<file path="src/rtl/cbck_pkg.sv">
package cbck_pkg;

  localparam int unsigned MAX_WIDTH_DEF  = 64;
  localparam int unsigned MAX_HEIGHT_DEF = 64;

  localparam int unsigned CLIP_W = 12;

  localparam logic [6:0] SIZE_RESET = 7'd64;

  localparam logic [1:0] CMD_WR_SRC = 2'd0;
  localparam logic [1:0] CMD_WR_DST = 2'd1;
  localparam logic [1:0] CMD_RD_DST = 2'd2;
  localparam logic [1:0] CMD_BLIT   = 2'd3;

  localparam logic [1:0] OP_COPY  = 2'd0;
  localparam logic [1:0] OP_KEY   = 2'd1;
  localparam logic [1:0] OP_BLEND = 2'd2;
  localparam logic [1:0] OP_NONE  = 2'd3;

  localparam logic [7:0] REG_DEST_WIDTH    = 8'd0;
  localparam logic [7:0] REG_DEST_HEIGHT   = 8'd1;
  localparam logic [7:0] REG_SOURCE_WIDTH  = 8'd2;
  localparam logic [7:0] REG_SOURCE_HEIGHT = 8'd3;

  typedef struct packed {
    logic [1:0]        cmd;
    logic signed [7:0] pos_x;
    logic signed [7:0] pos_y;
    logic [6:0]        rect_width;
    logic [6:0]        rect_height;
    logic [5:0]        from_x;
    logic [5:0]        from_y;
    logic [1:0]        blend_op;
    logic [31:0]       pixel_in;
  } item_t;

  typedef struct packed {
    logic [31:0] pixel_out;
    logic [6:0]  drawn_width;
    logic [6:0]  drawn_height;
    logic        nothing_drawn;
  } result_t;

  typedef enum logic [2:0] {
    K_WR_SRC = 3'd0,
    K_WR_DST = 3'd1,
    K_READ   = 3'd2,
    K_ZERO   = 3'd3,
    K_EMPTY  = 3'd4,
    K_REPORT = 3'd5,
    K_BLIT   = 3'd6
  } kind_t;

  typedef struct packed {
    kind_t       kind;
    logic [6:0]  x;
    logic [6:0]  y;
    logic [6:0]  sx;
    logic [6:0]  sy;
    logic [6:0]  w;
    logic [6:0]  h;
    logic [1:0]  op;
    logic [31:0] pixel;
  } desc_t;

  function automatic logic [7:0] blend_channel(input logic [7:0] a, input logic [7:0] s,
                                               input logic [7:0] d);
    logic [15:0] sum;
    logic [16:0] adj;
    sum = a * s + (8'd255 - a) * d;
    adj = {1'b0, sum} + {9'b0, sum[15:8]} + 17'd1;
    return adj[15:8];
  endfunction

endpackage

</file>
<file path="src/rtl/cbck_front.sv">
module cbck_front #(
  parameter int unsigned MAX_WIDTH  = cbck_pkg::MAX_WIDTH_DEF,
  parameter int unsigned MAX_HEIGHT = cbck_pkg::MAX_HEIGHT_DEF
) (
  input  logic            clk,
  input  logic            rst,
  input  logic            cfg_valid,
  input  logic [7:0]      cfg_index,
  input  logic [6:0]      cfg_data,
  input  cbck_pkg::item_t item,
  output cbck_pkg::desc_t desc
);

  logic [6:0] dest_width, dest_height, source_width, source_height;

  always_ff @(posedge clk) begin
    if (rst) begin
      dest_width    <= cbck_pkg::SIZE_RESET;
      dest_height   <= cbck_pkg::SIZE_RESET;
      source_width  <= cbck_pkg::SIZE_RESET;
      source_height <= cbck_pkg::SIZE_RESET;
    end else if (cfg_valid) begin
      case (cfg_index)
        cbck_pkg::REG_DEST_WIDTH:    dest_width    <= cfg_data;
        cbck_pkg::REG_DEST_HEIGHT:   dest_height   <= cfg_data;
        cbck_pkg::REG_SOURCE_WIDTH:  source_width  <= cfg_data;
        cbck_pkg::REG_SOURCE_HEIGHT: source_height <= cfg_data;
        default: ;
      endcase
    end
  end

  logic signed [cbck_pkg::CLIP_W-1:0] sw, sh, dw, dh, w, h, x0, y0, sx, sy;
  logic in_surf;

  always_comb begin
    sw = (32'(source_width) > MAX_WIDTH) ? cbck_pkg::CLIP_W'(MAX_WIDTH)
                                         : cbck_pkg::CLIP_W'(source_width);
    sh = (32'(source_height) > MAX_HEIGHT) ? cbck_pkg::CLIP_W'(MAX_HEIGHT)
                                           : cbck_pkg::CLIP_W'(source_height);
    dw = (32'(dest_width) > MAX_WIDTH) ? cbck_pkg::CLIP_W'(MAX_WIDTH)
                                       : cbck_pkg::CLIP_W'(dest_width);
    dh = (32'(dest_height) > MAX_HEIGHT) ? cbck_pkg::CLIP_W'(MAX_HEIGHT)
                                         : cbck_pkg::CLIP_W'(dest_height);
    w  = cbck_pkg::CLIP_W'(item.rect_width);
    h  = cbck_pkg::CLIP_W'(item.rect_height);
    x0 = cbck_pkg::CLIP_W'(item.pos_x);
    y0 = cbck_pkg::CLIP_W'(item.pos_y);
    sx = cbck_pkg::CLIP_W'(item.from_x);
    sy = cbck_pkg::CLIP_W'(item.from_y);
    // source bounds first, then destination; left/top clip advances the source start
    if (sx + w > sw) w = sw - sx;
    if (sy + h > sh) h = sh - sy;
    if (x0 < 0) begin
      w  = w + x0;
      sx = sx - x0;
      x0 = '0;
    end
    if (y0 < 0) begin
      h  = h + y0;
      sy = sy - y0;
      y0 = '0;
    end
    if (x0 + w > dw) w = dw - x0;
    if (y0 + h > dh) h = dh - y0;

    in_surf = !item.pos_x[7] && !item.pos_y[7] &&
              (32'(item.pos_x[6:0]) < MAX_WIDTH) && (32'(item.pos_y[6:0]) < MAX_HEIGHT);

    desc.x     = item.pos_x[6:0];
    desc.y     = item.pos_y[6:0];
    desc.sx    = sx[6:0];
    desc.sy    = sy[6:0];
    desc.w     = w[6:0];
    desc.h     = h[6:0];
    desc.op    = item.blend_op;
    desc.pixel = item.pixel_in;
    case (item.cmd)
      cbck_pkg::CMD_WR_SRC: desc.kind = in_surf ? cbck_pkg::K_WR_SRC : cbck_pkg::K_ZERO;
      cbck_pkg::CMD_WR_DST: desc.kind = in_surf ? cbck_pkg::K_WR_DST : cbck_pkg::K_ZERO;
      cbck_pkg::CMD_RD_DST: desc.kind = in_surf ? cbck_pkg::K_READ : cbck_pkg::K_ZERO;
      default: begin
        if (w <= 0 || h <= 0) begin
          desc.kind = cbck_pkg::K_EMPTY;
        end else if (item.blend_op == cbck_pkg::OP_NONE) begin
          desc.kind = cbck_pkg::K_REPORT;
        end else begin
          desc.kind = cbck_pkg::K_BLIT;
        end
        desc.x = x0[6:0];
        desc.y = y0[6:0];
      end
    endcase
  end

endmodule

</file>
<file path="config.mk">
export PLATFORM = sky130hd
export DESIGN_NAME = cbck_front
export DESIGN_NICKNAME = d
export VERILOG_FILES = /design/src/rtl/cbck_pkg.sv /design/src/rtl/cbck_front.sv
export SDC_FILE = /design/constraint.sdc
export NUM_CORES = 1
export LEC_CHECK = 0
export BUFFER_PORTS_ARGS = -buffer_cell sky130_fd_sc_hd__buf_2
export CAP_MARGIN = 30
export CORE_MARGIN = 3
export CORE_UTILIZATION = 50
export CTS_BUF_LIST = sky130_fd_sc_hd__clkbuf_8 sky130_fd_sc_hd__clkbuf_16
export CTS_CLUSTER_DIAMETER = 30
export DETAILED_ROUTE_END_ITERATION = 8
export PLACE_DENSITY = 0.79
export SLEW_MARGIN = 20
export SYNTH_ARGS = -nofsm -noshare
export SYNTH_HDL_FRONTEND = slang
export SYNTH_SLANG_ARGS = --single-unit
</file>
<file path="constraint.sdc">
create_clock -name clk -period 7.05 [get_ports clk]
set_input_delay 0.705 -clock clk [delete_from_list [all_inputs] [get_ports clk]]
set_output_delay 0.705 -clock clk [all_outputs]
set_load 0.03 [all_outputs]
</file>
==> metrics.md <==
| Metric | Value |
|---|---|
| Status | finished, violations left |
| Failing checks | setup timing |
| Worst setup EP type | output port |
| Clk network pwr share | 0.051 |
| Root Driver | clkbuf_16 |
| CTS H-Tree Depth | 1 |
| Worst-path maximum fanout | 3 |
| Clk_skew | 0 ps |
| WL final | 22.3 mm |
| Dominant synthesized flop cell | dfxtp_1 |
| CTS max path bufs | 2 |
| Post-CTS Hold Buffers | 0 |
| Grt met3 use | 0.0350 |
| Worst Hold Slack | 491 ps |
| Post-Syn Area | 0.00666 mm² |
| Psw | 1.14 mW |
| Crit start category | input pin |
| Slew Limit Fails | 0 |
| Worst setup margin | -1190 ps |
| Warnings, synthesis | 0 |
| DP Area | between 0.008 and 0.009 mm² |
| Share of cells above drive strength 1 | 0.359 |
| Sw Ratio | 0.461 |
| Antenna Nets Post-Route | 0 |
| Unrepaired setup endpoints after global routing | true |
| Clk_lat worst skew | 260 ps |
| CTS tree | built |
| Layer with the highest usage | met2 |
| Commonest non-fill, non-tap cell in the layout | buf_4 |
| TritonCTS buffer count | 3 |
| Post-synth EDFFs | 0 |
| Maxcap violations | 0 |
| Initial Utilization | 0.520 |
| Synthesized flop and latch total | 28 |
| Slowest CP cell | fa_2 |
| Req. time, crit path | 6340 ps |
| Post-synthesis instance total | between 900 and 1000 |
| R2R Setup Slk | approximately 6100 ps |
| Post-route setup TNS | -14410 ps |
| RePlAce Congestion | 0.921 |
| DR pass1 iterations | 5 |
| Top Ports | 175 |
| Register area share after synthesis | 0.0841 |
| Actual slew at the worst max-slew pin | 691 ps |
| Initial antenna violation count | 0 |
| Initial drt markers | around 480 |
| Worst Hold Class | register to register |
| CTS Sinks | 28 |
| Register share of total power | 0.064 |
| Syn Area/Cell | about 7.3 µm² |
| HPWL Detailed | 16.5 mm |
| Crit path largest cell delay | 420 ps |
| Ant. Diodes | 0 |
| Most frequent cells in the layout | 172 x buf_4, 102 x ha_1, 100 x inv_1 |
| Slew HR | 0.539 |
| Final instance area | 0.00943 mm² |
| DR WL/cell | around 17 µm |
| F_max | 121 MHz |
| Synth Area in Simple Gates | 0.188 |
| Worst Setup Path Type | input pin to output port |
| Grt ovf | 0 |
| Net count, final | 1378 |
| Final Hold Viols | 0 |
| Largest family of logic cells by synthesized area | compound AO/OA/AOI/OAI gates |
| Met1 usage | 0.364 |
| Final period util | 1.17 |
| Synth Area in Compound Gates | 0.254 |
| Worst path most repeated cell | buf_4 |
| Vias in the first global route | 7431 |
| WP data arrival | 7530 ps |
| Synth cell types | 77 |
| Peak supply drop | 0.000153 V |
| Cell Pwr Density | between 200 and 300 mW/mm² |
| CTS clock-pin slew for the worst setup and hold paths | 60 ps |
| Post-DR vias/cell | approximately 5.7 |
| First-pass GRT wire length | 34.7 mm |
| Pre-CTS setup slack | -1090 ps |
| Ys async rst share | 0 |
| WP buf/inv | 19 |
| Area growth syn-to-layout | 41.5% |
| Internal | 1.33 mW |
| IO buf count | 110 |
| Leakage | 4.93 nW |
| Pin count of the biggest net entering global routing | 39 |
| Final min period | 8240 ps |
| Crit path max-delay family | buffers and inverters |
| GRT Util Overall | 0.287 |
| Multiplexer share of the synthesized area | 0.0648 |
| Syn_nets | 1129 |
| Total number of vias | 7597 |
| Core area | between 0.01 and 0.015 mm² |
| Area share of xor/xnor cells in the synthesized design | 0.0565 |
| Final setup viols | 16 |
| Drc violations | 0 |
| # rows | between 40 and 50 |
| Die height | between 100 and 150 µm |
| Adder-Cell Fraction of Synth Area | 0.243 |
| Die Area | 0.0147 mm² |
| Die X | 121 µm |
| Comb pwr share | 0.885 |
| Filler cells | 889 |
| Global-route met2 utilization | 0.496 |
==> per-layer routing <==
layer  part of all wire  wire [µm]
met5                  0          0
met4              0.043        957
met3              0.063       1410
met2               0.47      10500
met1               0.42       9380
==> final timing paths <==
| kind | start | end | cells after the start |
|---|---|---|---|
| worst max-delay path | item[53] | desc[76] | 43 |
| worst min-delay path | dest_width[0] | dest_width[0] | 2 |
| worst max register to register | dest_width[6] | dest_width[6] | 2 |
| worst min register to register | dest_width[0] | dest_width[0] | 2 |
==> tightest hold or removal path, stage by stage (launching register included) <==
cell     delay, ps
dfxtp_1        320
mux2i_1         60
nor2_1          70
==> synth_stat cells, drive strengths merged, types with 6 or more instances <==
| cell type | n | share of area |
|---|---|---|
| a211oi | 23 | 0.027 |
| a21o | 27 | 0.030 |
| a21oi | 67 | 0.051 |
| and2 | 11 | 0.010 |
| buf | 42 | 0.044 |
| clkbuf | 13 | 0.0073 |
| dfxtp | 28 | 0.084 |
| fa | 12 | 0.036 |
| ha | 110 | 0.21 |
| inv | 101 | 0.057 |
| mux2 | 6 | 0.011 |
| mux2i | 36 | 0.054 |
| nand2 | 79 | 0.046 |
| nand2b | 17 | 0.016 |
| nand3 | 14 | 0.011 |
| nor2 | 88 | 0.050 |
| nor2b | 18 | 0.017 |
| nor3 | 12 | 0.0090 |
| o21a | 13 | 0.015 |
| o21ai | 53 | 0.040 |
| xnor2 | 24 | 0.032 |
| xor2 | 19 | 0.025 |
==> state kept, by name (all words and copies together), names as in the netlist <==
register	flops
source_height	7
source_width	7
dest_height	7
dest_width	7
==> power groups by stage <==
stage / clock network, mW / logic (mW) / registers (mW)
6_report: 0.125 / 2.18 / 0.159
5_1_grt: 0.131 / 2.33 / 0.158
4_1_cts: 0.126 / 2.02 / 0.159
3_5_place_dp: 0 / 1.61 / 0.162
3_3_place_gp: 0 / 1.57 / 0.162
2_1_floorplan: 0 / 1.15 / 0.162
==> cell families after synthesis <==
| kind of cell | after synthesis |
|---|---|
| xor gates and xnor gates | 43 |
| muxes | 42 |
| buffers and inverters | 159 |
| DFF | 28 |
| AOI/OAI and AO/OA | 249 |
| and+or+nand+nor | 268 |
| adders and majority gates | 122 |
==> what timing repair did <==
item,4_1_cts,5_1_grt
pin swaps,56,57
setup endpoints to repair,16,16
cloned,1,0
buffers inserted,46,10
gates resized for setup,81,39
endpoints found under the hold margin,0,0
==> final cells by class <==
| type | count | area [µm²] | area share |
|---|---|---|---|
| Sequential cell | 28 | 561 | 0.0594 |
| Inverter | 104 | 390 | 0.0414 |
| Timing Repair Buffer | 299 | 2190 | 0.232 |
| Clock buffer | 3 | 75.1 | 0.00796 |
| Tap cell | 172 | 215 | 0.0228 |
| Multi-Input combinational cell | 724 | 6000 | 0.636 |
==> per-stage QoR <==
stage / total power, mW / utilization / cells
global route: 2.62 / 0.735 / 1330
detailed placement: 1.77 / 0.661 / 1274
global placement: 1.74 / 0.661 / 1274
CTS: 2.31 / 0.722 / 1324
finish: 2.46 / 0.735 / 1330
floorplan: 1.31 / - / 911
Note: power is estimated with default switching activity, not from simulation.
