### src/rtl/cbck_pkg.sv
package cbck_pkg;

  localparam int unsigned MAX_WIDTH_DEF  = 64;
  localparam int unsigned MAX_HEIGHT_DEF = 64;

  localparam int unsigned CLIP_W = 12;

  localparam logic [6:0] SIZE_RESET = 7'd64;

  localparam logic [1:0] CMD_WR_SRC = 2'd0;
  localparam logic [1:0] CMD_WR_DST = 2'd1;
  localparam logic [1:0] CMD_RD_DST = 2'd2;
  localparam logic [1:0] CMD_BLIT   = 2'd3;

  localparam logic [1:0] OP_COPY  = 2'd0;
  localparam logic [1:0] OP_KEY   = 2'd1;
  localparam logic [1:0] OP_BLEND = 2'd2;
  localparam logic [1:0] OP_NONE  = 2'd3;

  localparam logic [7:0] REG_DEST_WIDTH    = 8'd0;
  localparam logic [7:0] REG_DEST_HEIGHT   = 8'd1;
  localparam logic [7:0] REG_SOURCE_WIDTH  = 8'd2;
  localparam logic [7:0] REG_SOURCE_HEIGHT = 8'd3;

  typedef struct packed {
    logic [1:0]        cmd;
    logic signed [7:0] pos_x;
    logic signed [7:0] pos_y;
    logic [6:0]        rect_width;
    logic [6:0]        rect_height;
    logic [5:0]        from_x;
    logic [5:0]        from_y;
    logic [1:0]        blend_op;
    logic [31:0]       pixel_in;
  } item_t;

  typedef struct packed {
    logic [31:0] pixel_out;
    logic [6:0]  drawn_width;
    logic [6:0]  drawn_height;
    logic        nothing_drawn;
  } result_t;

  typedef enum logic [2:0] {
    K_WR_SRC = 3'd0,
    K_WR_DST = 3'd1,
    K_READ   = 3'd2,
    K_ZERO   = 3'd3,
    K_EMPTY  = 3'd4,
    K_REPORT = 3'd5,
    K_BLIT   = 3'd6
  } kind_t;

  typedef struct packed {
    kind_t       kind;
    logic [6:0]  x;
    logic [6:0]  y;
    logic [6:0]  sx;
    logic [6:0]  sy;
    logic [6:0]  w;
    logic [6:0]  h;
    logic [1:0]  op;
    logic [31:0] pixel;
  } desc_t;

  function automatic logic [7:0] blend_channel(input logic [7:0] a, input logic [7:0] s,
                                               input logic [7:0] d);
    logic [15:0] sum;
    logic [16:0] adj;
    sum = a * s + (8'd255 - a) * d;
    adj = {1'b0, sum} + {9'b0, sum[15:8]} + 17'd1;
    return adj[15:8];
  endfunction

endpackage

### src/rtl/cbck_queue.sv
module cbck_queue (
  input  logic            clk,
  input  logic            rst,
  input  logic            wr,
  input  cbck_pkg::desc_t wr_data,
  output logic            full,
  input  logic            rd,
  output logic            valid,
  output cbck_pkg::desc_t rd_data
);

  cbck_pkg::desc_t slots [2];
  logic       wr_ptr, rd_ptr;
  logic [1:0] count;

  assign full    = count == 2'd2;
  assign valid   = count != 2'd0;
  assign rd_data = slots[rd_ptr];

  always_ff @(posedge clk) begin
    if (wr) slots[wr_ptr] <= wr_data;
  end

  always_ff @(posedge clk) begin
    if (rst) begin
      wr_ptr <= 1'b0;
      rd_ptr <= 1'b0;
      count  <= 2'd0;
    end else begin
      if (wr) wr_ptr <= !wr_ptr;
      if (rd) rd_ptr <= !rd_ptr;
      if (wr && !rd) count <= count + 2'd1;
      else if (rd && !wr) count <= count - 2'd1;
    end
  end

endmodule

### config.mk
export PLATFORM = sky130hd
export DESIGN_NAME = cbck_queue
export DESIGN_NICKNAME = d
export VERILOG_FILES = /design/src/rtl/cbck_pkg.sv /design/src/rtl/cbck_queue.sv
export SDC_FILE = /design/constraint.sdc
export NUM_CORES = 1
export LEC_CHECK = 0
export ABC_CLOCK_PERIOD_IN_PS = 10300
export BUFFER_PORTS_ARGS = -buffer_cell sky130_fd_sc_hd__buf_2
export CAP_MARGIN = 5
export CORE_MARGIN = 3
export CORE_UTILIZATION = 40
export DETAILED_ROUTE_END_ITERATION = 10
export MAX_ROUTING_LAYER = met4
export SETUP_SLACK_MARGIN = 0.3
export SYNTH_ARGS = -nofsm -noshare
export SYNTH_HDL_FRONTEND = slang
export SYNTH_SLANG_ARGS = --single-unit
### constraint.sdc
create_clock -name clk -period 10.3 [get_ports clk]
set_input_delay 0 -clock clk [delete_from_list [all_inputs] [get_ports clk]]
set_output_delay 0 -clock clk [all_outputs]
set_load 0.02 [all_outputs]
==> Flow_metrics.wiki, run 1 <==
{| class="wikitable"
! Metric !! Value
|-
| Outcome || completed
|-
| Wire length reported by the detailed router || 11200 um
|-
| Via count of the first global-routing pass || 3596
|-
| Via-to-Cell Ratio || 4.64
|-
| Total routing resource utilization after global routing || 0.146
|-
| Longest Clk Path Bufs || 2
|-
| Number of nets with antenna violations after routing || 0
|-
| Register share of total power || 0.496
|-
| Core box area || 14200 um^2
|-
| Crit Path Class || flop to flop
|-
| CTS tree || yes
|-
| Maximum vdd drop || 0.142 mV
|-
| First-pass GRT wire length || 17700 um
|-
| Chain of cells forming the critical path || nor2b_4 -> buf_4
|-
| Final critical-path share of the clock period || 0.227
|-
| Growth of design area from synthesis to finish || 40.5%
|-
| Fraction of final layout cells sized beyond drive strength 1 || 0.507
|-
| Synthesis Warnings || 0
|-
| Overall overflow remaining after global route || 0
|-
| NumNets Final || 609
|-
| Number of fillers in the final layout || 1091
|-
| Post-synthesis sequential area ratio || 0.815
|-
| Syn Std Cell Area || 5940 um^2
|-
| HPWL after detailed placement || 6590 um
|-
| Overall die width || approximately 130 um
|-
| Total negative slack || 0 ns
|-
| Largest clock skew in the final design || 0.00518 ns
|-
| Combinational Power Share || 0.124
|-
| Number of synthesized register bits || roughly 160
|-
| Slew at the pin closest to its max-slew limit || 1.20 ns
|-
| Area post-placement || between 6000 and 7000 um^2
|-
| Clock root cell || sky130_fd_sc_hd__clkbuf_16
|-
| Power after layout || 1610 uW
|-
| Launching element type of the critical path || flop
|-
| Level count of the clock H-tree || 4
|-
| Internal portion of total power || 1250 uW
|-
| Slowest cell on the critical path || sky130_fd_sc_hd__nor2b_4
|-
| Fmax achieved || 0.428 GHz
|-
| Number of antenna repair diodes || 0
|-
| DIE AREA || about 16000 um^2
|-
| Required time of the critical path || between 10 and 15 ns
|-
| Average cell area after synthesis || approximately 22 um^2
|-
| Initial Utilization || 0.418
|-
| Final Hold Vio Count || 0
|-
| CTS clock-pin slew for the worst setup and hold paths || roughly 0.06 ns
|-
| Pwr per Cell Area || between 150 and 200 nW/um^2
|-
| Startpoint of the most critical setup path || wr_ptr
|-
| Number of top-level pins || ~160
|-
| # clock sinks || 163
|-
| CP arrival || approximately 2.4 ns
|-
| Crit path time final || 2.34 ns
|-
| DRC errors left || 0
|-
| Endpoint type of the worst setup path || flop
|-
| Die Ht || 128 um
|-
| Via Count || approximately 3300
|-
| Leakage Power || approximately 0.0032 uW
|-
| MaxCap Viol Count || 0
|-
| Source of the worst register-to-register timing path || wr_ptr
|-
| Total clock buffers created by CTS || 17
|-
| Maximum number of pins on one net before global-route repair || 80
|-
| Final setup viols || 0
|-
| Max incr delay on CP || around 0.93 ns
|-
| Net count of the mapped netlist || roughly 350
|-
| Number of detailed-routing iterations run before antenna repair || 4
|-
| Sw Share || 0.224
|-
| Cells after Synth || 268
|-
| Initial antenna violation count || 0
|-
| Critical-path maximum fanout || 41
|-
| Sw Pwr || 359 uW
|-
| Number of port buffers || roughly 160
|-
| Relative max-transition margin || 0.201
|-
| Skew-Pair Late Insertion Delay || 0.41 ns
|-
| Number of design-rule violations left by the first detailed-router iteration || 153
|-
| Max Transition Viols Final || 0
|-
| Final GP Congestion || ~0.70
|-
| Number of unique standard cell types used by synthesis || 17
|-
| Number of placement rows || 43
|-
| Startpoint of the lowest-slack hold path || wr_data[15]
|-
| Setup repair after global routing missed its margin || false
|-
| Type of the worst min-delay path || input pin to flop
|-
| Clock group share of total power || 0.380
|-
| Wirelength per Cell || 15.7 um
|-
| Non-Filler Cell Area, Final || roughly 8300 um^2
|}
## registers in the layout (all words and copies together), names as in the netlist, named ones only
register and count:
count 2, slots 158, wr_ptr 1, rd_ptr 1
## final timing paths
| check | to | slack [ns] | cells past startpoint |
|---|---|---|---|
| min | slots[0][15] | 0.31 | 2 |
| max | slots[0][30] | 7.96 | 2 |
| min reg2reg | count[1] | 0.50 | 2 |
| max reg2reg | slots[0][30] | 7.96 | 2 |
## layout by cell type, fill, tap and decap left out
master,n
sky130_fd_sc_hd__buf_2,163
sky130_fd_sc_hd__edfxtp_1,158
sky130_fd_sc_hd__dlygate4sd3_1,83
sky130_fd_sc_hd__mux2_2,69
sky130_fd_sc_hd__clkbuf_16,17
sky130_fd_sc_hd__mux2_4,10
sky130_fd_sc_hd__nor2_1,4
sky130_fd_sc_hd__dfxtp_1,4
sky130_fd_sc_hd__clkbuf_1,3
sky130_fd_sc_hd__clkinv_2,3
sky130_fd_sc_hd__clkinv_1,3
sky130_fd_sc_hd__bufinv_16,3
sky130_fd_sc_hd__clkinvlp_4,3
sky130_fd_sc_hd__xor2_1,2
sky130_fd_sc_hd__xnor2_1,2
sky130_fd_sc_hd__or2_2,1
sky130_fd_sc_hd__and2_4,1
sky130_fd_sc_hd__inv_1,1
sky130_fd_sc_hd__nor2b_1,1
sky130_fd_sc_hd__nor2b_4,1
sky130_fd_sc_hd__o21ai_0,1
sky130_fd_sc_hd__or3_1,1
sky130_fd_sc_hd__a21oi_1,1
sky130_fd_sc_hd__ha_1,1
sky130_fd_sc_hd__dfxtp_4,1
sky130_fd_sc_hd__buf_4,1
## cells in the mapped netlist
| library cell | instances | area, um^2 |
|---|---|---|
| sky130_fd_sc_hd__nor2_1 | 4 | 15.0 |
| sky130_fd_sc_hd__nor2b_1 | 2 | 12.5 |
| sky130_fd_sc_hd__and2_1 | 1 | 6.26 |
| sky130_fd_sc_hd__xor2_1 | 2 | 17.5 |
| sky130_fd_sc_hd__a21oi_1 | 1 | 5.00 |
| sky130_fd_sc_hd__edfxtp_1 | 158 | 4740 |
| sky130_fd_sc_hd__o21ai_0 | 1 | 5.00 |
| sky130_fd_sc_hd__or3_1 | 1 | 6.26 |
| sky130_fd_sc_hd__buf_2 | 6 | 30.0 |
| sky130_fd_sc_hd__mux2_2 | 69 | 777 |
| sky130_fd_sc_hd__dfxtp_1 | 5 | 100 |
| sky130_fd_sc_hd__inv_1 | 1 | 3.75 |
| sky130_fd_sc_hd__ha_1 | 1 | 12.5 |
| sky130_fd_sc_hd__or2_2 | 1 | 6.26 |
| sky130_fd_sc_hd__xnor2_1 | 2 | 17.5 |
| sky130_fd_sc_hd__mux2_4 | 10 | 150 |
| sky130_fd_sc_hd__buf_6 | 3 | 33.8 |
## power groups by stage
stage / Clock (uW) / Sequential (uW) / Combinational (uW)
2_1_floorplan: 0 / 798 / 124
3_3_place_gp: 0 / 809 / 176
3_5_place_dp: 0 / 811 / 177
4_1_cts: 624 / 797 / 203
5_1_grt: 655 / 801 / 215
6_report: 610 / 796 / 200
## timing repair
action,4_1_cts,5_1_grt
hold endpoints to repair,163,0
setup buffers,0,0
hold buffers,83,0
gates resized for setup,0,0
## layer usage
layer,up-vias,routed length [um],track usage
met5,-,0,-
met4,0,117,0.0449
met3,10,814,0.0550
met2,116,5390,0.227
met1,1626,4920,0.178
li1,1576,-,-
## area by class of cell
cell class,count,area [um^2],share of cell area
Multi-Input combinational cell,95,1040,0.125
Inverter,1,3.75,0.000450
Clock inverter,12,139,0.0166
Sequential cell,163,4850,0.581
Clock buffer,20,437,0.0523
Timing Repair Buffer,247,1650,0.198
Tap cell,180,225,0.0270
## worst max-delay path: cells and delay by family, from the launching register on
| kind | cells | cell delay, ns |
|---|---|---|
| and+or+nand+nor | 1 | 0.93 |
| buffers and inverters | 1 | 0.61 |
| DFF | 1 | 0.36 |
## stage by stage
stage / setup WS [ns] / std cells / hold slack, ns / util
final: 7.96 / 718 / 0.305 / 0.588
after floorplan: 5.94 / 268 / 0.0691 / -
after CTS: 7.88 / 718 / 0.285 / 0.588
after global routing: 7.81 / 718 / 0.285 / 0.588
after global placement: 7.92 / 603 / 0.188 / 0.489
after detailed placement: 7.91 / 603 / 0.193 / 0.489
## cells by family after synthesis
group / after synthesis / synth area share
DFF: 163 / 0.815
buffers and inverters: 10 / 0.0114
AOI/OAI and AO/OA: 2 / 0.00168
muxes: 79 / 0.156
xor gates and xnor gates: 4 / 0.00590
adders and majority gates: 1 / 0.00210
and+or+nand+nor: 9 / 0.00779
No activity file was read; power rests on OpenSTA's default activity.
==> inputs of run 2 (changes only) <==
--- a/config.mk
+++ b/config.mk
@@ -5,7 +5,7 @@
 export SDC_FILE = /design/constraint.sdc
 export NUM_CORES = 1
 export LEC_CHECK = 0
-export ABC_CLOCK_PERIOD_IN_PS = 10300
+export ABC_CLOCK_PERIOD_IN_PS = 2450
 export BUFFER_PORTS_ARGS = -buffer_cell sky130_fd_sc_hd__buf_2
 export CAP_MARGIN = 5
 export CORE_MARGIN = 3
==> constraint.sdc (replaced) <==
create_clock -name clk -period 2.45 [get_ports clk]
set_input_delay 0 -clock clk [delete_from_list [all_inputs] [get_ports clk]]
set_output_delay 0 -clock clk [all_outputs]
set_load 0.02 [all_outputs]
==> run 2 against run 1 <==
Clock power grew to 4.5 times the previous value. Sequential share of layout area shrank 0.70 points. First-iteration DRC count grew 14%. Highest routed layer unchanged. Power grew to 4.3 times the previous value. Final area grew 1.2%. Wire length grew 6.5%. Largest cell class unchanged. Via count grew 0.45%. Final cell count grew 0.42%. Combinational power grew to 4.5 times the previous value. Flip-flop and latch count is the same. Global-route usage grew 0.87 points.
==> Flow_metrics.wiki, run 2 (synthesized netlist as in run 1, its figures left out) <==
{| class="wikitable"
! Metric !! Value
|-
| Outcome || completed
|-
| Slew at the pin closest to its max-slew limit || 0.556 ns (-0.640 ns)
|-
| Post-Layout Cell Count || 721 (+0.42%)
|-
| Commonest cells after routing, fill and taps aside || 163 x sky130_fd_sc_hd__buf_2, 158 x sky130_fd_sc_hd__edfxtp_1, 82 x sky130_fd_sc_hd__dlygate4sd3_1
|-
| DIE AREA || 16400 um^2 (unchanged)
|-
| MaxCap Viol Count || 0 (unchanged)
|-
| Path length in cells of the critical path || 3 (+1)
|-
| Type of the worst min-delay path || input pin to flop
|-
| Last element of the critical path || rd_data[78]
|-
| Critical-path maximum fanout || 35 (-15%)
|-
| Number of port buffers || 163 (unchanged)
|-
| Setup slack at placement || 0.928 ns (-6.98 ns)
|-
| CTS tree || yes
|-
| Fraction of final layout cells sized beyond drive strength 1 || 0.521 (+0.0138)
|-
| Relative max-transition margin || 0.629 (+0.428)
|-
| Final setup viols || 0 (unchanged)
|-
| Via count of the first global-routing pass || 3643 (+1.3%)
|-
| # Post-CTS Setup Buffers || 0 (unchanged)
|-
| Initial Utilization || 0.418 (unchanged)
|-
| Top Family by Delay on Critical Path || flip-flops
|-
| Slowest cell on the critical path || sky130_fd_sc_hd__dfxtp_4
|-
| Initial antenna violation count || 0 (unchanged)
|-
| Total negative slack || 0 ns (unchanged)
|-
| Crit Path Class || flop to output port
|-
| Setup repair after global routing missed its margin || false
|-
| Final GP Congestion || 0.713 (+2.1%)
|-
| Number of cells traversed by the worst hold path || 4 (+2)
|-
| Number of flip-flops in the largest register || 158 (unchanged)
|-
| Number of detailed-routing iterations run before antenna repair || 4 (unchanged)
|-
| # clock sinks || 163 (unchanged)
|-
| NumNets Final || 613 (+0.66%)
|-
| Level count of the clock H-tree || 4 (unchanged)
|-
| Number of nets with antenna violations after routing || 0 (unchanged)
|-
| Seq. cell area || 4850 um^2 (unchanged)
|-
| Leading cell type in the layout, fill and taps excluded || sky130_fd_sc_hd__buf_2
|-
| Overall die width || 128 um (unchanged)
|-
| Via Count || 3343 (+0.45%)
|-
| Worst hold margin || 0.0889 ns (-0.216 ns)
|-
| Number of top-level pins || 164 (unchanged)
|-
| Endpoint type of the worst setup path || output port
|-
| CP arrival || 1.90 ns (-0.49 ns)
|-
| Launching element type of the critical path || flop
|-
| Power after layout || 6940 uW (+330%)
|-
| Number of fillers in the final layout || 1103 (+1.1%)
|-
| Chain of cells forming the critical path || buf_12 -> mux2_2 -> buf_2
|-
| Total clock buffers created by CTS || 17 (unchanged)
|-
| Growth of design area from synthesis to finish || 42.2%
|-
| Startpoint of the lowest-slack hold path || wr
|-
| Fmax achieved || 0.525 GHz
|-
| Registers with the most flip-flops || slots: 158 flops, count: 2 flops
|-
| HPWL after detailed placement || 7420 um (+12%)
|-
| First-pass GRT wire length || 18500 um (+4.7%)
|-
| Buffer and inverter count on the worst path || 2 (+1)
|-
| Final critical-path share of the clock period || 0.777
|-
| Die Ht || 128 um (unchanged)
|-
| Source of the worst register-to-register timing path || wr_ptr
|-
| Critical register-to-register path endpoint || slots[1][62]
|-
| Max Transition Viols Final || 0 (unchanged)
|-
| Wirelength per Cell || 16.6 um (+6.1%)
|-
| Overall overflow remaining after global route || 0 (unchanged)
|-
| CTS clock-pin slew for the worst setup and hold paths || 0.06 ns (about the same)
|-
| Maximum vdd drop || 0.533 mV (+270%)
|-
| Via-to-Cell Ratio || 4.64 (about the same)
|-
| Register with the highest flop count || slots
|-
| Required time of the critical path || 2.45 ns (-7.90 ns)
|-
| Wire length reported by the detailed router || 12000 um (+6.5%)
|-
| Cell count after placement || 608 (+0.83%)
|-
| Skew-Pair Late Insertion Delay || 0.42 ns (about the same)
|-
| Number of placement rows || 43 (unchanged)
|-
| Post-cts resize count || 0 (unchanged)
|-
| Clock root cell || sky130_fd_sc_hd__clkbuf_16
|-
| Depth of the worst register-to-register path || 2 (unchanged)
|-
| Leakage Power || 0.00325 uW (+1.9%)
|-
| Multi-input combinational cell area || 1040 um^2 (unchanged)
|-
| Worst-case setup margin in the final layout || 0.546 ns (-7.42 ns)
|-
| Number of design-rule violations left by the first detailed-router iteration || 174 (+14%)
|-
| Core box area || 14200 um^2 (unchanged)
|-
| Pwr per Cell Area || 821 nW/um^2 (+330%)
|-
| Post-CTS Hold Fix Bufs || 82 (-1.2%)
|-
| Reg2reg setup slack || 0.98 ns (-6.98 ns)
|-
| Longest Clk Path Bufs || 2 (unchanged)
|-
| Crit path time final || 1.90 ns
|-
| Largest clock skew in the final design || 0.00602 ns (+0.000845 ns)
|-
| Total routing resource utilization after global routing || 0.154 (+0.00866)
|-
| Number of antenna repair diodes || 0 (unchanged)
|-
| Final Hold Vio Count || 0 (unchanged)
|-
| Max incr delay on CP || 0.66 ns (-0.27 ns)
|-
| DRC errors left || 0 (unchanged)
|-
| Maximum number of pins on one net before global-route repair || 42 (-48%)
|}
[run 2: worst min path at each step]
stage                   end
6_report           count[0]
2_1_floorplan      count[1]
3_3_place_gp   slots[0][56]
4_1_cts            count[0]
5_1_grt            count[0]
3_5_place_dp   slots[1][51]
[run 2: worst reg2reg max path: stages (launching register included)]
cell,delay (ns)
sky130_fd_sc_hd__dfxtp_1,0.40
sky130_fd_sc_hd__and2_4,0.44
sky130_fd_sc_hd__buf_4,0.32
[run 2: final cells by class]
type                       instances  area share
tap                              180      0.0267
sequential                       163       0.574
clock buffer                      17      0.0503
inverter                           1    0.000444
clock inverter                    14      0.0221
timing repair buffer             251       0.203
multi-input combinational         95       0.123
[run 2: metal layers]
metal,GRT usage,part of all wire,up-vias
met1,0.174,0.41,1639
met2,0.256,0.52,106
met3,0.0475,0.052,18
li1,-,-,1580
met5,-,0,-
met4,0.0637,0.018,0
[run 2: through the flow]
stage               cell area [um^2]  utilization
finish                          8450        0.595
global route                    8450        0.595
CTS                             8450        0.595
detailed placement              7020        0.494
global placement                7020        0.494
floorplan                       5950            -
[run 2: where the power goes]
group	internal, uW	switching, uW	leakage [uW]	total, uW
Clock	1700	1030	0.000301	2730
Sequential	3250	62.6	0.00153	3310
Combinational	420	475	0.00142	895
==> inputs of run 3 (changes only) <==
--- a/config.mk
+++ b/config.mk
@@ -5,13 +5,14 @@
 export SDC_FILE = /design/constraint.sdc
 export NUM_CORES = 1
 export LEC_CHECK = 0
-export ABC_CLOCK_PERIOD_IN_PS = 2450
+export ABC_CLOCK_PERIOD_IN_PS = 1650
 export BUFFER_PORTS_ARGS = -buffer_cell sky130_fd_sc_hd__buf_2
 export CAP_MARGIN = 5
 export CORE_MARGIN = 3
 export CORE_UTILIZATION = 40
 export DETAILED_ROUTE_END_ITERATION = 10
 export MAX_ROUTING_LAYER = met4
+export PLACE_DENSITY = 0.66
 export SETUP_SLACK_MARGIN = 0.3
 export SYNTH_ARGS = -nofsm -noshare
 export SYNTH_HDL_FRONTEND = slang
==> constraint.sdc (replaced) <==
create_clock -name clk -period 1.65 [get_ports clk]
set_input_delay 0 -clock clk [delete_from_list [all_inputs] [get_ports clk]]
set_output_delay 0 -clock clk [all_outputs]
set_load 0.02 [all_outputs]
==> run 3 against run 2 <==
Setup slack got worse by 0.48 ns. Clock power rose by 30%. Via count rose by 5.3%. Core utilization rose by 7.7 points. Critical path type unchanged. Largest power group unchanged. Highest routed layer unchanged.
==> Flow_metrics.wiki, run 3 (synthesized netlist as in run 1, its figures left out) <==
{| class="wikitable"
! Metric !! Value
|-
| Number of antenna repair diodes || 0 (unchanged)
|-
| Wirelength per Cell || 19.0 um (+14%)
|-
| Skew-Pair Late Insertion Delay || 0.41 ns (about the same)
|-
| Final critical-path share of the clock period || 0.963
|-
| Number of nets with antenna violations after routing || 0 (unchanged)
|-
| Via count of the first global-routing pass || 3823 (+4.9%)
|-
| Clock group share of total power || 0.337 (-0.056)
|-
| Crit Path Class || flop to output port
|-
| Number of design-rule violations left by the first detailed-router iteration || 184 (+5.7%)
|-
| Via-to-Cell Ratio || 4.75 (+2.5%)
|-
| Number of top-level pins || 164 (unchanged)
|-
| Total routing resource utilization after global routing || 0.167 (+0.0122)
|-
| Register share of total power || 0.467 (-0.011)
|-
| Relative max-transition margin || 0.735 (+0.106)
|-
| Overall overflow remaining after global route || 0 (unchanged)
|-
| Die Ht || 128 um (unchanged)
|-
| Chain of cells forming the critical path || buf_12 -> buf_6 -> buf_6 -> mux2_4 -> buf_6
|-
| Combinational Power Share || 0.196 (+0.067)
|-
| Buffer and inverter count on the worst path || 4 (+2)
|-
| Initial antenna violation count || 0 (unchanged)
|-
| Via Count || 3520 (+5.3%)
|-
| Number of port buffers || 163 (unchanged)
|-
| Sw Pwr || 2420 uW (+54%)
|-
| Largest clock skew in the final design || 0.00611 ns (+0.0000851 ns)
|-
| Top Family by Delay on Critical Path || buffers and inverters
|-
| Leading cell type in the layout, fill and taps excluded || sky130_fd_sc_hd__edfxtp_1
|-
| Maximum number of pins on one net before global-route repair || 53 (+26%)
|-
| Total negative slack || 0 ns (unchanged)
|-
| Worst hold margin || 0.110 ns (+0.0215 ns)
|-
| CTS tree || yes
|-
| Slew at the pin closest to its max-slew limit || 0.398 ns (-0.158 ns)
|-
| DIE AREA || 16400 um^2 (unchanged)
|-
| Endpoint type of the worst setup path || output port
|-
| NumNets Final || 632 (+3.1%)
|-
| Fraction of final layout cells sized beyond drive strength 1 || 0.528 (+0.00637)
|-
| Longest Clk Path Bufs || 2 (unchanged)
|-
| Worst-case setup margin in the final layout || 0.0615 ns (-0.485 ns)
|-
| Crit path time final || 1.59 ns
|-
| Core box area || 14200 um^2 (unchanged)
|-
| Fmax achieved || 0.630 GHz
|-
| Launching element type of the critical path || flop
|-
| Type of the worst min-delay path || input pin to flop
|-
| MaxCap Viol Count || 0 (unchanged)
|-
| Commonest cells after routing, fill and taps aside || 158 x sky130_fd_sc_hd__edfxtp_1, 84 x sky130_fd_sc_hd__buf_2, 83 x sky130_fd_sc_hd__buf_6
|-
| Outcome || completed
|-
| Setup repair after global routing missed its margin || true
|-
| Required time of the critical path || 1.65 ns (-0.80 ns)
|-
| DRC errors left || 0 (unchanged)
|-
| Growth of design area from synthesis to finish || 60.5%
|-
| Total clock buffers created by CTS || 17 (unchanged)
|-
| Critical-path maximum fanout || 5 (-86%)
|-
| Clock root cell || sky130_fd_sc_hd__clkbuf_16
|-
| Initial Utilization || 0.418 (unchanged)
|-
| Max incr delay on CP || 0.38 ns (-0.28 ns)
|-
| Level count of the clock H-tree || 4 (unchanged)
|-
| Number of flip-flops in the largest register || 158 (unchanged)
|-
| Setup slack at placement || 0.327 ns (-0.601 ns)
|-
| Number of detailed-routing iterations run before antenna repair || 4 (unchanged)
|-
| # clock sinks || 163 (unchanged)
|-
| Cell repeated most along the worst path || sky130_fd_sc_hd__buf_6
|-
| Final Hold Vio Count || 0 (unchanged)
|-
| Register with the highest flop count || slots
|-
| Overall die width || 128 um (unchanged)
|-
| Internal portion of total power || 8110 uW (+51%)
|-
| HPWL after detailed placement || 7430 um (+0.17%)
|-
| Sw Share || 0.230 (+0.00368)
|-
| Leakage Power || 0.00382 uW (+18%)
|-
| Max Transition Viols Final || 0 (unchanged)
|-
| Final setup viols || 0 (unchanged)
|-
| Number of placement rows || 43 (unchanged)
|-
| CTS clock-pin slew for the worst setup and hold paths || 0.06 ns (about the same)
|-
| Slowest cell on the critical path || sky130_fd_sc_hd__dfxtp_4
|-
| Maximum vdd drop || 0.760 mV (+43%)
|-
| Wire length reported by the detailed router || 14100 um (+18%)
|-
| First-pass GRT wire length || 19900 um (+7.8%)
|-
| Registers with the most flip-flops || slots: 158 flops, count: 2 flops
|-
| Pwr per Cell Area || 1100 nW/um^2 (+34%)
|-
| Final GP Congestion || 0.686 (-3.7%)
|-
| CP arrival || 1.59 ns (-0.31 ns)
|}
## run 3: cell type report
cell class / count / area [um^2]
clock buffers: 26 / 469
multi-input cells: 95 / 1300
flip-flops and latches: 163 / 4850
repair buffers: 270 / 2640
clock inverters: 6 / 58.8
well taps: 180 / 225
inverters: 1 / 3.75
fillers: 951 / 4660
## run 3: tightest hold or removal path: cells and delay by family
family	cells	cell delay, ns
xor+xnor	1	0.08
simple gates	1	0.09
buf+inv	1	0.13
fa+ha+maj	1	0.19
## run 3: power by group through the flow
stage                     logic (uW)  registers, uW  clock network [uW]
after floorplan                  775           4960                   0
after global placement          1200           4980                   0
after detailed placement        1220           4990                   0
after CTS                       1830           4900                3640
after global routing            2160           4930                3830
final                           2060           4910                3550
## run 3: per-stage QoR
step           total power [uW]  utilization  instance area, um^2  std cells
3_3_place_gp               6180        0.496                 7050        609
5_1_grt                   10900        0.672                 9540        741
2_1_floorplan              5740            -                 5950        268
4_1_cts                   10400        0.643                 9130        733
6_report                  10500        0.672                 9540        741
3_5_place_dp               6210        0.496                 7050        609
## run 3: worst paths after layout
path / from / end / slack [ns] / cells after the start
worst max-delay path: flop / rd_data[65] / 0.06 / 5
worst min-delay path: wr / count[0] / 0.11 / 4
worst max register to register: wr_ptr / slots[1][47] / 0.40 / 2
worst min register to register: rd_ptr / rd_ptr / 0.52 / 2
## run 3: layer usage
metal	share of wire	track usage	vias to the layer above
met3	0.047	0.0425	26
met4	0.026	0.0668	0
met1	0.40	0.194	1748
met5	0	-	-
met2	0.52	0.278	124
li1	-	-	1622
## run 3: what timing repair did
item,CTS,global route
cloned,4,6
hold buffers,82,0
setup buffers,6,2
endpoints found under the hold margin,163,0
resized for setup,166,74
setup endpoints to repair,79,79
